**src/stlt_pkg.sv**
```systemverilog
`timescale 1ns / 1ps

package stlt_pkg;

  localparam int SLOTS = 8;
  localparam int SLOT_W = (SLOTS > 1) ? $clog2(SLOTS) : 1;
  localparam int TOK_W = 64;
  localparam int TIME_W = 32;
  localparam int SLOT_OUT_W = 3;

  localparam logic [TIME_W-1:0] TIMEOUT_RESET = 32'd1800000;

  localparam logic [1:0] CMD_LOGIN    = 2'd0;
  localparam logic [1:0] CMD_LOGOUT   = 2'd1;
  localparam logic [1:0] CMD_VALIDATE = 2'd2;
  localparam logic [1:0] CMD_SWEEP    = 2'd3;

  // controller -> datapath
  typedef struct packed {
    logic load;     // capture transaction, reset scan
    logic step;     // evaluate entry at scan index, advance
    logic commit;   // write login entry
    logic publish;  // move result into output register
  } ctl_cmd_t;

  // datapath -> controller
  typedef struct packed {
    logic scan_stop;   // current step is the final one
    logic need_write;  // login with good credentials
  } dp_stat_t;

endpackage

```
**src/stlt_ctrl.sv**
```systemverilog
`timescale 1ns / 1ps

module stlt_ctrl import stlt_pkg::*; (
  input  logic     clk,
  input  logic     rst,
  input  logic     in_valid,
  output logic     in_ready,
  output logic     out_valid,
  input  logic     out_ready,
  input  dp_stat_t stat,
  output ctl_cmd_t cmd_o
);

  localparam logic [1:0] S_IDLE  = 2'd0;
  localparam logic [1:0] S_SCAN  = 2'd1;
  localparam logic [1:0] S_WRITE = 2'd2;
  localparam logic [1:0] S_DONE  = 2'd3;

  logic [1:0] state;
  logic [1:0] state_next;
  logic       out_valid_next;

  always_comb begin
    state_next     = state;
    cmd_o          = '0;
    in_ready       = 1'b0;
    out_valid_next = out_valid && !out_ready;
    unique case (state)
      S_IDLE: begin
        in_ready = 1'b1;
        if (in_valid) begin
          cmd_o.load = 1'b1;
          state_next = S_SCAN;
        end
      end
      S_SCAN: begin
        cmd_o.step = 1'b1;
        if (stat.scan_stop) begin
          state_next = stat.need_write ? S_WRITE : S_DONE;
        end
      end
      S_WRITE: begin
        cmd_o.commit = 1'b1;
        state_next   = S_DONE;
      end
      S_DONE: begin
        // wait until the output register is free
        if (!out_valid || out_ready) begin
          cmd_o.publish  = 1'b1;
          out_valid_next = 1'b1;
          state_next     = S_IDLE;
        end
      end
      default: state_next = S_IDLE;
    endcase
  end

  always_ff @(posedge clk) begin
    if (rst) begin
      state     <= S_IDLE;
      out_valid <= 1'b0;
    end else begin
      state     <= state_next;
      out_valid <= out_valid_next;
    end
  end

endmodule

```
**src/stlt_dp.sv**
```systemverilog
`timescale 1ns / 1ps

module stlt_dp import stlt_pkg::*; (
  input  logic                  clk,
  input  logic                  rst,
  input  ctl_cmd_t              cmd_i,
  output dp_stat_t              stat,
  input  logic                  cfg_we,
  input  logic [TIME_W-1:0]     cfg_wdata,
  input  logic [1:0]            cmd,
  input  logic [TOK_W-1:0]      token_high,
  input  logic [TOK_W-1:0]      token_low,
  input  logic                  token_empty,
  input  logic                  credentials_ok,
  input  logic [TIME_W-1:0]     now_ms,
  output logic                  ok,
  output logic [SLOT_OUT_W-1:0] slot,
  output logic                  evicted
);

  // session table
  logic              active    [SLOTS];
  logic [TOK_W-1:0]  tok_hi    [SLOTS];
  logic [TOK_W-1:0]  tok_lo    [SLOTS];
  logic [TIME_W-1:0] last_seen [SLOTS];

  logic [TIME_W-1:0] timeout;

  // captured transaction
  logic [1:0]        op;
  logic [TOK_W-1:0]  th;
  logic [TOK_W-1:0]  tl;
  logic              empty;
  logic              cred;
  logic [TIME_W-1:0] now;

  // scan state
  logic [SLOT_W-1:0] idx;
  logic              found;
  logic [SLOT_W-1:0] pick;
  logic [SLOT_W-1:0] oldest;
  logic [TIME_W-1:0] oldest_ls;
  logic              w_ok;
  logic [SLOT_W-1:0] w_slot;
  logic              w_evicted;

  logic              e_act;
  logic              e_match;
  logic              e_stale;
  logic [TIME_W-1:0] age;
  logic              last;
  logic              hit;
  logic              skip;
  logic [SLOT_W-1:0] target;

  always_comb begin
    e_act   = active[idx];
    e_match = e_act && (tok_hi[idx] == th) && (tok_lo[idx] == tl);
    age     = now - last_seen[idx];
    e_stale = age > timeout;
    last    = (idx == SLOT_W'(SLOTS - 1));
    hit     = ((op == CMD_LOGIN) && cred && !e_act) ||
              ((op == CMD_VALIDATE) && !empty && e_match);
    skip    = ((op == CMD_LOGIN) && !cred) || ((op == CMD_VALIDATE) && empty);
    target  = found ? pick : oldest;
    stat.scan_stop  = last || hit || skip;
    stat.need_write = (op == CMD_LOGIN) && cred;
  end

  always_ff @(posedge clk) begin
    if (rst) begin
      timeout <= TIMEOUT_RESET;
    end else if (cfg_we) begin
      timeout <= cfg_wdata;
    end
  end

  always_ff @(posedge clk) begin
    if (rst) begin
      for (int i = 0; i < SLOTS; i++) begin
        active[i] <= 1'b0;
      end
    end else if (cmd_i.step) begin
      unique case (op)
        CMD_LOGIN: ;
        CMD_LOGOUT: begin
          if (!empty && e_match) begin
            active[idx] <= 1'b0;
          end
        end
        CMD_VALIDATE: begin
          if (!empty && e_match && e_stale) begin
            active[idx] <= 1'b0;
          end
        end
        CMD_SWEEP: begin
          if (e_act && e_stale) begin
            active[idx] <= 1'b0;
          end
        end
        default: ;
      endcase
    end else if (cmd_i.commit) begin
      active[target] <= 1'b1;
    end
  end

  // entry payload, no reset
  always_ff @(posedge clk) begin
    if (cmd_i.step && (op == CMD_VALIDATE) && !empty && e_match && !e_stale) begin
      last_seen[idx] <= now;
    end else if (cmd_i.commit) begin
      last_seen[target] <= now;
      tok_hi[target]    <= th;
      tok_lo[target]    <= tl;
    end
  end

  always_ff @(posedge clk) begin
    if (cmd_i.load) begin
      op        <= cmd;
      th        <= token_high;
      tl        <= token_low;
      empty     <= token_empty;
      cred      <= credentials_ok;
      now       <= now_ms;
      idx       <= '0;
      found     <= 1'b0;
      w_ok      <= (cmd == CMD_LOGOUT) || (cmd == CMD_SWEEP);
      w_slot    <= '0;
      w_evicted <= 1'b0;
    end else if (cmd_i.step) begin
      if (!last) begin
        idx <= idx + 1'b1;
      end
      if ((op == CMD_LOGIN) && cred) begin
        if (!e_act) begin
          found <= 1'b1;
          pick  <= idx;
        end else if ((idx == '0) || (last_seen[idx] < oldest_ls)) begin
          oldest    <= idx;
          oldest_ls <= last_seen[idx];
        end
      end
      if ((op == CMD_VALIDATE) && !empty && e_match) begin
        w_slot <= idx;
        w_ok   <= !e_stale;
      end
    end else if (cmd_i.commit) begin
      w_ok      <= 1'b1;
      w_slot    <= target;
      w_evicted <= !found;
    end
  end

  always_ff @(posedge clk) begin
    if (cmd_i.publish) begin
      ok      <= w_ok;
      slot    <= SLOT_OUT_W'(w_slot);
      evicted <= w_evicted;
    end
  end

endmodule

```
**src/session_table_lru_timeout.sv**
```systemverilog
`timescale 1ns / 1ps

// Session table, eight entries, least-recently-seen eviction, sliding timeout.
// Input channel (in_valid/in_ready) carries one command transaction: login,
// logout, validate or sweep, with a 128-bit token and the current time.
// Output channel (out_valid/out_ready) returns one transaction per command:
// ok, slot and evicted.
// Each command is captured, then the scan visits one entry per cycle (up to
// SLOTS = 8; login and validate stop at their hit), a login writes its entry,
// and the result is loaded into the output register.
// in_ready is high only while the controller is idle. A new command is taken
// while a previous result still waits in the output register; if the receiver
// stalls, the finished command parks until the output register frees up.
// Reset (rst, synchronous) clears all active flags, sets the timeout to
// 1800000 ms and empties the output register. The timeout is written through
// cfg_we/cfg_wdata; the user must do so while idle, unenforced by the block.
module session_table_lru_timeout import stlt_pkg::*; (
  input  logic                  clk,
  input  logic                  rst,
  input  logic                  cfg_we,
  input  logic [TIME_W-1:0]     cfg_wdata,
  input  logic                  in_valid,
  output logic                  in_ready,
  input  logic [1:0]            cmd,
  input  logic [TOK_W-1:0]      token_high,
  input  logic [TOK_W-1:0]      token_low,
  input  logic                  token_empty,
  input  logic                  credentials_ok,
  input  logic [TIME_W-1:0]     now_ms,
  output logic                  out_valid,
  input  logic                  out_ready,
  output logic                  ok,
  output logic [SLOT_OUT_W-1:0] slot,
  output logic                  evicted
);

  ctl_cmd_t ctl;
  dp_stat_t stat;

  // sequencing: idle, scan, login write, result hand-off
  stlt_ctrl u_ctrl (
    .clk       (clk),
    .rst       (rst),
    .in_valid  (in_valid),
    .in_ready  (in_ready),
    .out_valid (out_valid),
    .out_ready (out_ready),
    .stat      (stat),
    .cmd_o     (ctl)
  );

  // table storage, per-entry compare, result register
  stlt_dp u_dp (
    .clk            (clk),
    .rst            (rst),
    .cmd_i          (ctl),
    .stat           (stat),
    .cfg_we         (cfg_we),
    .cfg_wdata      (cfg_wdata),
    .cmd            (cmd),
    .token_high     (token_high),
    .token_low      (token_low),
    .token_empty    (token_empty),
    .credentials_ok (credentials_ok),
    .now_ms         (now_ms),
    .ok             (ok),
    .slot           (slot),
    .evicted        (evicted)
  );

`ifndef SYNTHESIS
  // one command in flight: busy right after an accept
  a_busy_after_accept: assert property (@(posedge clk) disable iff (rst)
    (in_valid && in_ready) |=> !in_ready)
    else $error("in_ready high right after accepting a transaction");

  // an eviction only comes from a successful login
  a_evict_implies_ok: assert property (@(posedge clk) disable iff (rst)
    (out_valid && evicted) |-> ok)
    else $error("evicted result without ok");

  // a new result is only published while the controller is busy
  a_publish_when_busy: assert property (@(posedge clk) disable iff (rst)
    $rose(out_valid) |-> !$past(in_ready))
    else $error("result published while idle");
`endif

endmodule

```
**config.mk**
```make
export PLATFORM = sky130hd
export DESIGN_NAME = session_table_lru_timeout
export DESIGN_NICKNAME = d
export VERILOG_FILES = /design/src/stlt_pkg.sv /design/src/stlt_ctrl.sv /design/src/stlt_dp.sv /design/src/session_table_lru_timeout.sv
export SDC_FILE = /design/constraint.sdc
export NUM_CORES = 1
export LEC_CHECK = 0
export BUFFER_PORTS_ARGS = -buffer_cell sky130_fd_sc_hd__buf_2
export CORE_MARGIN = 1.5
export CORE_UTILIZATION = 45
export DETAILED_ROUTE_END_ITERATION = 10
export SYNTH_ARGS = -nofsm -noshare
export SYNTH_HDL_FRONTEND = slang
export SYNTH_HIERARCHICAL = 1
export SYNTH_SLANG_ARGS = --single-unit
export TNS_END_PERCENT = 5
```
**constraint.sdc**
```tcl
create_clock -name clk -period 18.93 [get_ports clk]
set_input_delay 3.786 -clock clk [delete_from_list [all_inputs] [get_ports clk]]
set_output_delay 3.786 -clock clk [all_outputs]
set_load 0.005 [all_outputs]
```
Yosys cells after proc, flatten, opt, wreduce, memory -nomap -nowiden
Memories as Yosys holds them, arrays and structs flattened. A register that Yosys moved wholly into a read port is not among the register bits.
Cells that the tools add are included.
Storage, ports and cells
  flip-flop bits (word level): 251
  bits in writable memories: 1288
  bits of input ports: 201
  word-level logic and storage cells: 162
  memories: 4
Operators by class
  add/subtract/negate cells: 2
  $lt $le $gt $ge: 2
  equal/unequal tests: 16
  muxes and demuxes: 66
  bitwise operators: 6
  reductions and logical operators: 46
Memories
  u_dp.tok_hi: words 8, bits a word 64, read ports 1, clocked after memory_dff 1, wr ports 1, line stlt_dp.sv:23  | logic [TOK_W-1:0] tok_hi [SLOTS];
  u_dp.tok_lo: words 8, bits a word 64, read ports 1, clocked after memory_dff 1, wr ports 1, line stlt_dp.sv:24  | logic [TOK_W-1:0] tok_lo [SLOTS];
  u_dp.last_seen: words 8, bits a word 32, read ports 1, clocked after memory_dff 1, wr ports 1, line stlt_dp.sv:25  | logic [TIME_W-1:0] last_seen [SLOTS];
  u_dp.active: words 8, bits a word 1, read ports 1, clocked after memory_dff 1, wr ports 8, line stlt_dp.sv:22  | logic active [SLOTS];
Operators by type and width (number)
  64-bit == test: 2
  1-bit 2-to-1 mux: 46
  3-bit 2-to-1 mux: 15
  32-bit greater-than comparator: 1
  32-bit less-than comparator: 1
  32-bit 2-to-1 mux: 1
  32-bit OR reduction: 1
  32-bit subtractor: 1
  1-bit logical AND: 16
  2-bit == test (second input constant): 5
  2-bit one-hot mux with 4 select lines: 1
  2-bit AND reduction: 4
  1-bit zero test: 7
  1-bit logical OR: 7
  2-bit by 1-bit == test with 1-bit output (second input constant): 3
  2-bit 2-to-1 mux: 3
  2-bit != test (second input constant): 3
  3-bit AND reduction: 2
  5-bit AND reduction: 1
  2-bit zero test: 2
  1-bit inverter: 4
  4-bit AND reduction: 1
  3-bit by 1-bit adder with 3-bit output (second input constant): 1
  3-bit == test (second input constant): 1
  7 further kinds: 9

Logic depth before layout (Yosys ltp)
Gate-level depths: netlist of the first run.
  depth in word-level cells: 15
  gate-level depth with buffers: 32
  mapped depth without buffers: 26

By module
Netlist of the first run, hierarchy kept.
Modules (own cells, without submodules)
  stlt_dp: instances 1, cells each 3114, area an instance 61147.4 sq um
  stlt_ctrl: instances 1, cells each 25, area an instance 249.0 sq um

Worst setup path before layout of the first run
No wires, ideal clock.
  kind: register to register
  start: register with a tool-made name
  end: memory u_dp.last_seen[3][0] (enable)
  setup time: 0.428 ns
  data arrival time: 16.524 ns
  data required time: 18.502 ns
  path slack: 1.978 ns
  stages on the path, launching flop included: 31
  path buffers: 6
  cell sequence: dfxtp_1 buf_6 buf_2 buf_2 buf_2 buf_1 buf_1 mux4_2 mux2i_1 ha_1 a21o_1 a21o_1 a21o_1 a21o_1 a2111o_1 o21bai_1 o21bai_1 o22a_1 nand4_1 nand2_1 xnor2_1 ha_1 nand4_1 nor2_1 nand4_1 a21boi_0 a31o_2 or2_2 o41ai_4 nor3_1 o21bai_1
RTL lines (line)
  end: declaration: stlt_dp.sv:25

==> results of run 1 <==
[flip-flops by register name, indices dropped and copies added (netlist names), 3 cells and up, named ones only]
register and count:
u_dp/tl 64, u_dp/tok_lo 512, u_dp/oldest_ls 32, u_dp/pick 3
u_dp/now 32, u_dp/active 8, u_dp/th 64, u_dp/w_slot 3
u_dp/slot 3, u_dp/last_seen 256, u_dp/oldest 3, u_dp/timeout 32
u_dp/idx 3, u_dp/tok_hi 512
[logic make-up (layout without fill, tap and decap cells)]
kind of cell	after synthesis	count (layout)	share of synthesized area
flip-flops	1542	1542	0.747
adder cells (fa/ha/maj)	103	103	0.0211
multiplexers	541	541	0.140
XOR/XNOR	113	113	0.0161
buffers and inverters	226	655	0.0162
AND/OR/NAND/NOR	299	299	0.0245
AO/OA/AOI/OAI	315	315	0.0352
[synth_stat cells, types with 26 or more instances]
cell type  count  area share
nand2_1       68      0.0042
xor2_1        60      0.0086
inv_1        109      0.0067
xnor2_1       53      0.0076
o21ai_0       35      0.0029
mux2i_1      282       0.046
buf_2         49      0.0040
a22oi_1       62      0.0076
a21o_1        26      0.0032
ha_1         102       0.021
clkbuf_1      31      0.0019
edfxtp_1    1496        0.73
nand4_1       36      0.0037
dfxtp_1       46       0.015
nor2_1        90      0.0055
mux4_2       246       0.090
a21oi_1       71      0.0058
[power breakdown]
part           switching (W)  leakage, nW  total (W)  internal (W)
combinational        0.00128         6.75    0.00223      0.000950
sequential          0.000280         13.9    0.00445       0.00418
clock                0.00129         2.53    0.00312       0.00183
[how the worst max path moves through the flow]
stage / to / slack [ns] / cells after the start
after floorplan: u_dp/last_seen[3][0] / 1.98 / 30
after global placement: u_dp/tok_hi[5][14] / 9.58 / 27
after detailed placement: u_dp/tok_hi[5][23] / 9.54 / 27
after CTS: u_dp/tok_lo[5][5] / 9.53 / 27
after global routing: u_dp/tok_hi[5][60] / 9.12 / 27
final: u_dp/tok_lo[5][5] / 9.71 / 29
[worst max-delay path: cells and delay by family, from the launching register on]
| family | cells | cell delay, ns |
|---|---|---|
| buf+inv | 5 | 3.03 |
| compound gates | 12 | 2.50 |
| simple gates | 6 | 0.90 |
| fa+ha+maj | 3 | 0.82 |
| flops | 1 | 0.76 |
| mux | 2 | 0.53 |
| xor+xnor | 1 | 0.14 |
[routing by layer]
metal / vias up / GRT usage
met1: 15800 / 0.282
met4: 0 / 0.0479
met5: - / 0
met3: 164 / 0.0287
met2: 727 / 0.323
li1: 13300 / -
[final cells by class]
class,instances,area share
clock inverter,89,0.0141
multi-input combinational,1371,0.211
inverter,110,0.00596
clock buffer,199,0.0604
sequential,1542,0.656
timing repair buffer,257,0.0214
tap,1781,0.0319
[metrics by stage]
stage	cells	worst slack [ns]	total power, W	utilization	area (um^2)
2_1_floorplan	3139	1.98	0.00608	-	61400
3_3_place_gp	5061	9.58	0.00677	0.478	64700
3_5_place_dp	5061	9.54	0.00679	0.478	64700
4_1_cts	5349	9.53	0.00992	0.516	69900
5_1_grt	5349	9.12	0.0103	0.516	69900
6_report	5349	9.71	0.00980	0.516	69900
==> metrics.yaml, run 1 <==
power:
  p_leak_nw: 23.2
  p_per_area_nw_per_um2: 140
  vdd_drop_max_v: 0.0000853
clocking:
  root_buffer: "clkbuf_16"
  htreeDepth: 4
  clock_sinks: 1542
  post-cts-setup-buffers: 0
  cts_buffer_depth: 3
  cts_made_buffers: 160
  worstSkewPairLatency_ns: 0.78
  cts_hold_buf: 0
  cts.repair.resized: 0
  tritoncts: "built"
  cts.clk_slew.worst_paths_ns: 0.06
setup_path:
  cp.required_ns: 19.33
  r2r_slack_ns: 9.71
  rr_endpoint: "u_dp/tok_lo[5][5]"
  path_class: "reg2reg"
  crit_arrival_ns: 9.61
  slowest_stage: "buf_4"
  startpoint_type: "flip-flop"
  crit_top_cell: "buf_4"
  r2r_cells: 29
  crit_fanout: 63
  worstSetupEndpointType: "flip-flop"
  max_stage_delay_ns: 0.88
synthesis:
  synth-seq-cells: 1542
  syn_area_per_cell_um2: 19.6
  synth-edff-count: 1496
  netlist_instances: 3139
  synth-main-ff-cell: "edfxtp_1"
  ys.warnings.count: 6
  synthArstFlopShare: 0
  synth_nets: 3443
  yosys.cell_types.count: 67
  post_synth_instance_area_um2: 61400
  seq_area_frac_synth: 0.747
layout:
  fillers: 10800
  final_nets: 3746
  antenna_cells: 0
  syn2layout_area_growth_pct: 13.9
  mostFrequentLayoutCell: "edfxtp_1"
  regArea_um2: 45900
  layout_common_cells: "1496 x edfxtp_1, 282 x mux2i_1, 246 x mux4_2"
  drive_above_1_share: 0.216
  multi_input_area_um2: 14700
global_routing:
  grt_remaining_overflow: 0
  grt_pass1_vias: 30600
  gr-usage-all-layers: 0.198
  antenna_found_initial: 4
  grt_max_degree: 130
  grt_first_pass_wirelength_mm: 201
sta:
  finalSetupViolCount: 0
  min_period_over_period: 0.487
  relSlewSlack: 0.274
  finalMaxSlewViolations: 0
  worst_pin_slew_ns: 1.09
  period_needed_ns: 9.22
  rsz0062_at_grt: "false"
  whs_ns: 0.418
  clock.fmax_mhz: 108
  finalHoldViolCount: 0
  skew_ns: 0.0377
  finalSetupTns_ns: 0
min_path:
  min_to: "u_dp/ok"
  worstHoldStart: "u_dp/w_ok"
  worstHoldPathType: "reg2reg"
  hold_depth: 0
route:
  dr.max_layer_used: "met4"
  met1Wirelength_mm: 61.6
  drt_iter0_markers: 2484
  wirelength_mm: 136
  wl_met2_mm: 66.7
  wl_per_cell_um: 25.5
  drtAntennaViolNets: 0
  num_vias: 30000
  drcViolationCount: 0
  drt-pass1-iter-count: 5
  vias_per_cell: 5.60
  met3_length_mm: 5.92
floorplan:
  core_area_um2: 135000
  fp.dieW_um: 372
  die_h_um: 372
  start_util: 0.453
  io_pins: 208
  rows: 135
  die_area_um2: 139000
flow_run:
  cap_violations: 0
placement:
  port_buffers: 207
  dp_hpwl_mm: 76.8
  gp_congestion: 0.787
run_status:
  status: "completed"
No activity file was read; power rests on OpenSTA's default activity.
==> run 2: changes to the inputs <==
- clock period: 18.93 -> 8.09 ns (I/O delays scaled with it)
==> run 2 against run 1 <==
Clock skew is 0.016 ns higher; cell area rose by 0.42%; core utilization grew 0.21 points; via count fell by 0.90%; non-clock buffer count up 3; final cell count increased by 0.30%; die area did not move; first-iteration DRC count up 3.0%; wire length decreased by 3.1%; highest routed layer unchanged; critical endpoint is now u_dp/last_seen[2][19].
==> metrics.yaml, run 2 (synthesized netlist as in run 1, its figures left out) <==
layout:
  regArea_um2: 45900
  utilization: 0.518
  final_nets: 3751
  drive_above_1_share: 0.220
  layout_common_cells: "1496 x edfxtp_1, 282 x mux2i_1, 246 x mux4_2"
  mostFrequentLayoutCell: "edfxtp_1"
  syn2layout_area_growth_pct: 14.4
  reg_top3: "u_dp/tok_hi x512, u_dp/tok_lo x512, u_dp/last_seen x256"
  antenna_cells: 0
  fillers: 10800
  multi_input_area_um2: 14800
  finalNonFillerCells: 5365
setup_path:
  r2r_cells: 26
  startpoint_type: "flip-flop"
  slowest_stage: "dfxtp_4"
  crit_arrival_ns: 7.58
  cp.required_ns: 8.50
  max_stage_delay_ns: 0.76
  worstSetupEndpointType: "flip-flop"
  r2r_slack_ns: 0.92
  crit_fanout: 32
  rr_endpoint: "u_dp/last_seen[2][19]"
  endpoint: "u_dp/last_seen[2][19]"
  path_class: "reg2reg"
  crit_top_cell: "nor2_1"
placement:
  dp.cells: 5064
  gp_congestion: 0.808
  dp_hpwl_mm: 74.7
  port_buffers: 207
sta:
  worst_pin_slew_ns: 1.02
  clock.fmax_mhz: 140
  finalHoldViolCount: 0
  relSlewSlack: 0.318
  finalSetupTns_ns: 0
  min_period_over_period: 0.886
  skew_ns: 0.0541
  finalSetupViolCount: 0
  period_needed_ns: 7.17
  rsz0062_at_grt: "false"
  finalMaxSlewViolations: 0
floorplan:
  io_pins: 208
  start_util: 0.453
  die_area_um2: 139000
  rows: 135
  core_area_um2: 135000
  die_h_um: 372
  fp.dieW_um: 372
clocking:
  cts_hold_buf: 0
  cts_buffer_depth: 3
  cts_made_buffers: 162
  htreeDepth: 4
  cts.clk_slew.worst_paths_ns: 0.06
  post-cts-setup-buffers: 0
  root_buffer: "clkbuf_16"
  tritoncts: "built"
  worstSkewPairLatency_ns: 0.80
  cts.repair.resized: 0
  clock_sinks: 1542
route:
  drt-pass1-iter-count: 5
  vias_per_cell: 5.54
  drtAntennaViolNets: 0
  wl_per_cell_um: 24.6
  drcViolationCount: 0
  wirelength_mm: 132
  drt_iter0_markers: 2558
  num_vias: 29700
flow_run:
  cap_violations: 0
global_routing:
  grt_remaining_overflow: 0
  antenna_found_initial: 3
  grt_first_pass_wirelength_mm: 198
  grt_pass1_vias: 30900
  grt_max_degree: 129
  gr-usage-all-layers: 0.194
run_status:
  status: "completed"
power:
  p_per_area_nw_per_um2: 329
  vdd_drop_max_v: 0.000194
  p_leak_nw: 23.4
  total_power_w: 0.0231
min_path:
  worstHoldPathType: "reg2reg"
## run 2: changes by cell type in the layout (fill, tap and decap cells not counted), sizes merged
cell / before / now
buf: 257 / 260
clkbuf: 199 / 207
inv: 115 / 118
bufinv: 18 / 14
clkinvlp: 4 / 6
clkinv: 62 / 66
## run 2: report_power, final
group          internal (W)  switching [W]
registers           0.00977       0.000642
logic               0.00228        0.00305
clock network       0.00428        0.00308
total                0.0163        0.00678
## run 2: how the worst min path moves through the flow
stage | to | start | depth (start not counted)
final | u_dp/slot[2] | u_dp/w_slot[2] | 0
after detailed placement | u_dp/evicted | u_dp/w_evicted | 0
after global placement | u_dp/evicted | u_dp/w_evicted | 0
after global routing | u_dp/slot[2] | u_dp/w_slot[2] | 0
after floorplan | u_dp/ok | u_dp/w_ok | 0
after CTS | u_dp/slot[2] | u_dp/w_slot[2] | 0
## run 2: critical path: cells and delay by family (launching register included)
family                     cells  cell delay [ns]
and+or+nand+nor                7             1.57
xor gates and xnor gates       1             0.14
muxes                          2             0.89
DFF                            1             0.76
adders and majority gates      3             0.73
AOI/OAI and AO/OA             11             2.07
buffers and inverters          2             0.59
## run 2: layout make-up
cell class,count,area share
flip-flops and latches,1542,0.653
multi-input cells,1371,0.210
clock buffers,207,0.0618
well taps,1781,0.0317
repair buffers,260,0.0231
clock inverters,94,0.0141
inverters,110,0.00593
## run 2: stage by stage
step	hold WS [ns]	cell area, um^2	setup slack [ns]
after floorplan	0.400	61700	-1.41
after global placement	0.420	64900	0.871
after detailed placement	0.432	64900	0.793
after CTS	0.443	70200	0.711
after global routing	0.446	70200	0.334
final	0.443	70200	0.923
## run 2: layer usage
| metal | vias to the layer above | routed length (um) | global-route usage |
|---|---|---|---|
| met5 | - | 0 | 0 |
| met4 | 0 | 1880 | 0.0437 |
| met1 | 15400 | 60000 | 0.278 |
| met2 | 759 | 63800 | 0.313 |
| li1 | 13400 | - | - |
| met3 | 146 | 6530 | 0.0310 |
==> run 3: changes to the inputs <==
- REMOVE_ABC_BUFFERS: default -> 1
- clock period: 8.09 -> 5.9 ns (I/O delays scaled with it)
==> run 3 against run 2 <==
The flow now finishes with violations (setup timing); sequential share of layout area is 2.9 points lower; critical path depth is 13 higher; global-route usage is 0.79 points higher; cell area is 4.7% higher; wire length is 4.9% higher; power is 44% higher; clock power is 39% higher; critical path type unchanged; critical endpoint is now u_dp/oldest_ls[9]; largest power group unchanged; highest routed layer is now met5.
==> metrics.yaml, run 3 (synthesized netlist as in run 1, its figures left out) <==
run_status:
  status: "finished, violations left"
  violations: "setup timing"
layout:
  layout_common_cells: "1496 x edfxtp_1, 272 x mux2i_1, 246 x mux4_2"
  final_nets: 4035
  utilization: 0.543
  finalNonFillerCells: 5646
  mostFrequentLayoutCell: "edfxtp_1"
  syn2layout_area_growth_pct: 19.7
  reg_top3: "u_dp/tok_hi x512, u_dp/tok_lo x512, u_dp/last_seen x256"
  drive_above_1_share: 0.286
  antenna_cells: 0
  finalInstanceArea_um2: 73500
clocking:
  cts.clk_slew.worst_paths_ns: 0.06
  root_buffer: "clkbuf_16"
  htreeDepth: 4
  tritoncts: "built"
  worstSkewPairLatency_ns: 0.79
  cts_hold_buf: 0
  cts_made_buffers: 163
  cts_buffer_depth: 3
  clock_sinks: 1542
sta:
  skew_ns: 0.0276
  worst_pin_slew_ns: 0.990
  finalMaxSlewViolations: 0
  finalSetupViolCount: 1323
  rsz0062_at_grt: "true"
  finalHoldViolCount: 0
  finalSetupTns_ns: -288.74
  setup_slack_ns: -0.358
  period_needed_ns: 6.26
  min_period_over_period: 1.06
  relSlewSlack: 0.340
  clock.fmax_mhz: 160
setup_path:
  startpoint_type: "flip-flop"
  cp_top_family: "buffers and inverters"
  crit_top_cell: "buf_4"
  crit_fanout: 27
  max_stage_delay_ns: 0.51
  slowest_stage: "mux4_2"
  worstPathBufferInverterCount: 32
  worstSetupEndpointType: "flip-flop"
  cp.required_ns: 6.36
  path_class: "reg2reg"
  crit_arrival_ns: 6.72
route:
  drt_iter0_markers: 2583
  drtAntennaViolNets: 0
  vias_per_cell: 5.50
  drt-pass1-iter-count: 5
  drcViolationCount: 0
  num_vias: 31100
  wl_per_cell_um: 24.6
  wirelength_mm: 139
floorplan:
  start_util: 0.453
  die_area_um2: 139000
  die_h_um: 372
  fp.dieW_um: 372
  rows: 135
  core_area_um2: 135000
  io_pins: 208
power:
  p_per_area_nw_per_um2: 453
  vdd_drop_max_v: 0.000279
  p_leak_nw: 25.1
  total_power_w: 0.0333
placement:
  placed_area_um2: 67200
  dp.cells: 5285
  dp_hpwl_mm: 85.1
  port_buffers: 207
  gp_congestion: 0.783
global_routing:
  gr-usage-all-layers: 0.202
  grt_remaining_overflow: 0
  grt_max_degree: 123
  grt_pass1_vias: 31800
  antenna_found_initial: 2
  grt_first_pass_wirelength_mm: 206
min_path:
  worstHoldPathType: "reg2reg"
flow_run:
  cap_violations: 0
## run 3: path summary, 6_finish.rpt
kind / to / cells after the start / start / slack [ns]
max: u_dp/oldest_ls[9] / 39 / flip-flop / -0.36
min: u_dp/slot[0] / 0 / u_dp/w_slot[0] / 0.49
max reg2reg: u_dp/oldest_ls[9] / 39 / flip-flop / -0.36
min reg2reg: u_dp/slot[0] / 0 / u_dp/w_slot[0] / 0.49
## run 3: metal layers
metal  share of wire  wire [um]  GRT usage  up-vias
met5        0.000072         10          0        -
met2            0.48      66600      0.322      858
met3           0.054       7510     0.0369      198
met4           0.021       2890     0.0536        2
li1                -          -          -    13900
met1            0.44      61600      0.286    16100
## run 3: what timing repair did
action                                  in CTS  in global routing
cloned                                       7                  0
resized for setup                           85                  8
pin swaps                                   44                  0
hold endpoints to repair                     0                  0
setup buffers                               55                  1
endpoints found under the setup margin    1294               1325
## run 3: layout make-up
cell class                 count  area (um^2)
multi-input combinational   1371        14900
inverter                     110          415
clock buffer                 197         4230
clock inverter               102         1120
tap                         1781         2230
fill                       10500        62000
sequential                  1542        45900
timing repair buffer         543         4720
## run 3: metrics by stage
| step | hold slack, ns | worst slack (ns) |
|---|---|---|
| after floorplan | 0.400 | -19.54 |
| after global placement | 0.477 | -0.746 |
| after detailed placement | 0.486 | -0.825 |
| after CTS | 0.497 | -0.294 |
| after global routing | 0.512 | -0.630 |
| final | 0.490 | -0.358 |
## run 3: where the power goes
part	switching [W]	leakage, nW	internal (W)
clock network	0.00427	2.60	0.00590
logic	0.00466	8.52	0.00428
registers	0.000836	13.9	0.0134
total	0.00976	25.1	0.0236
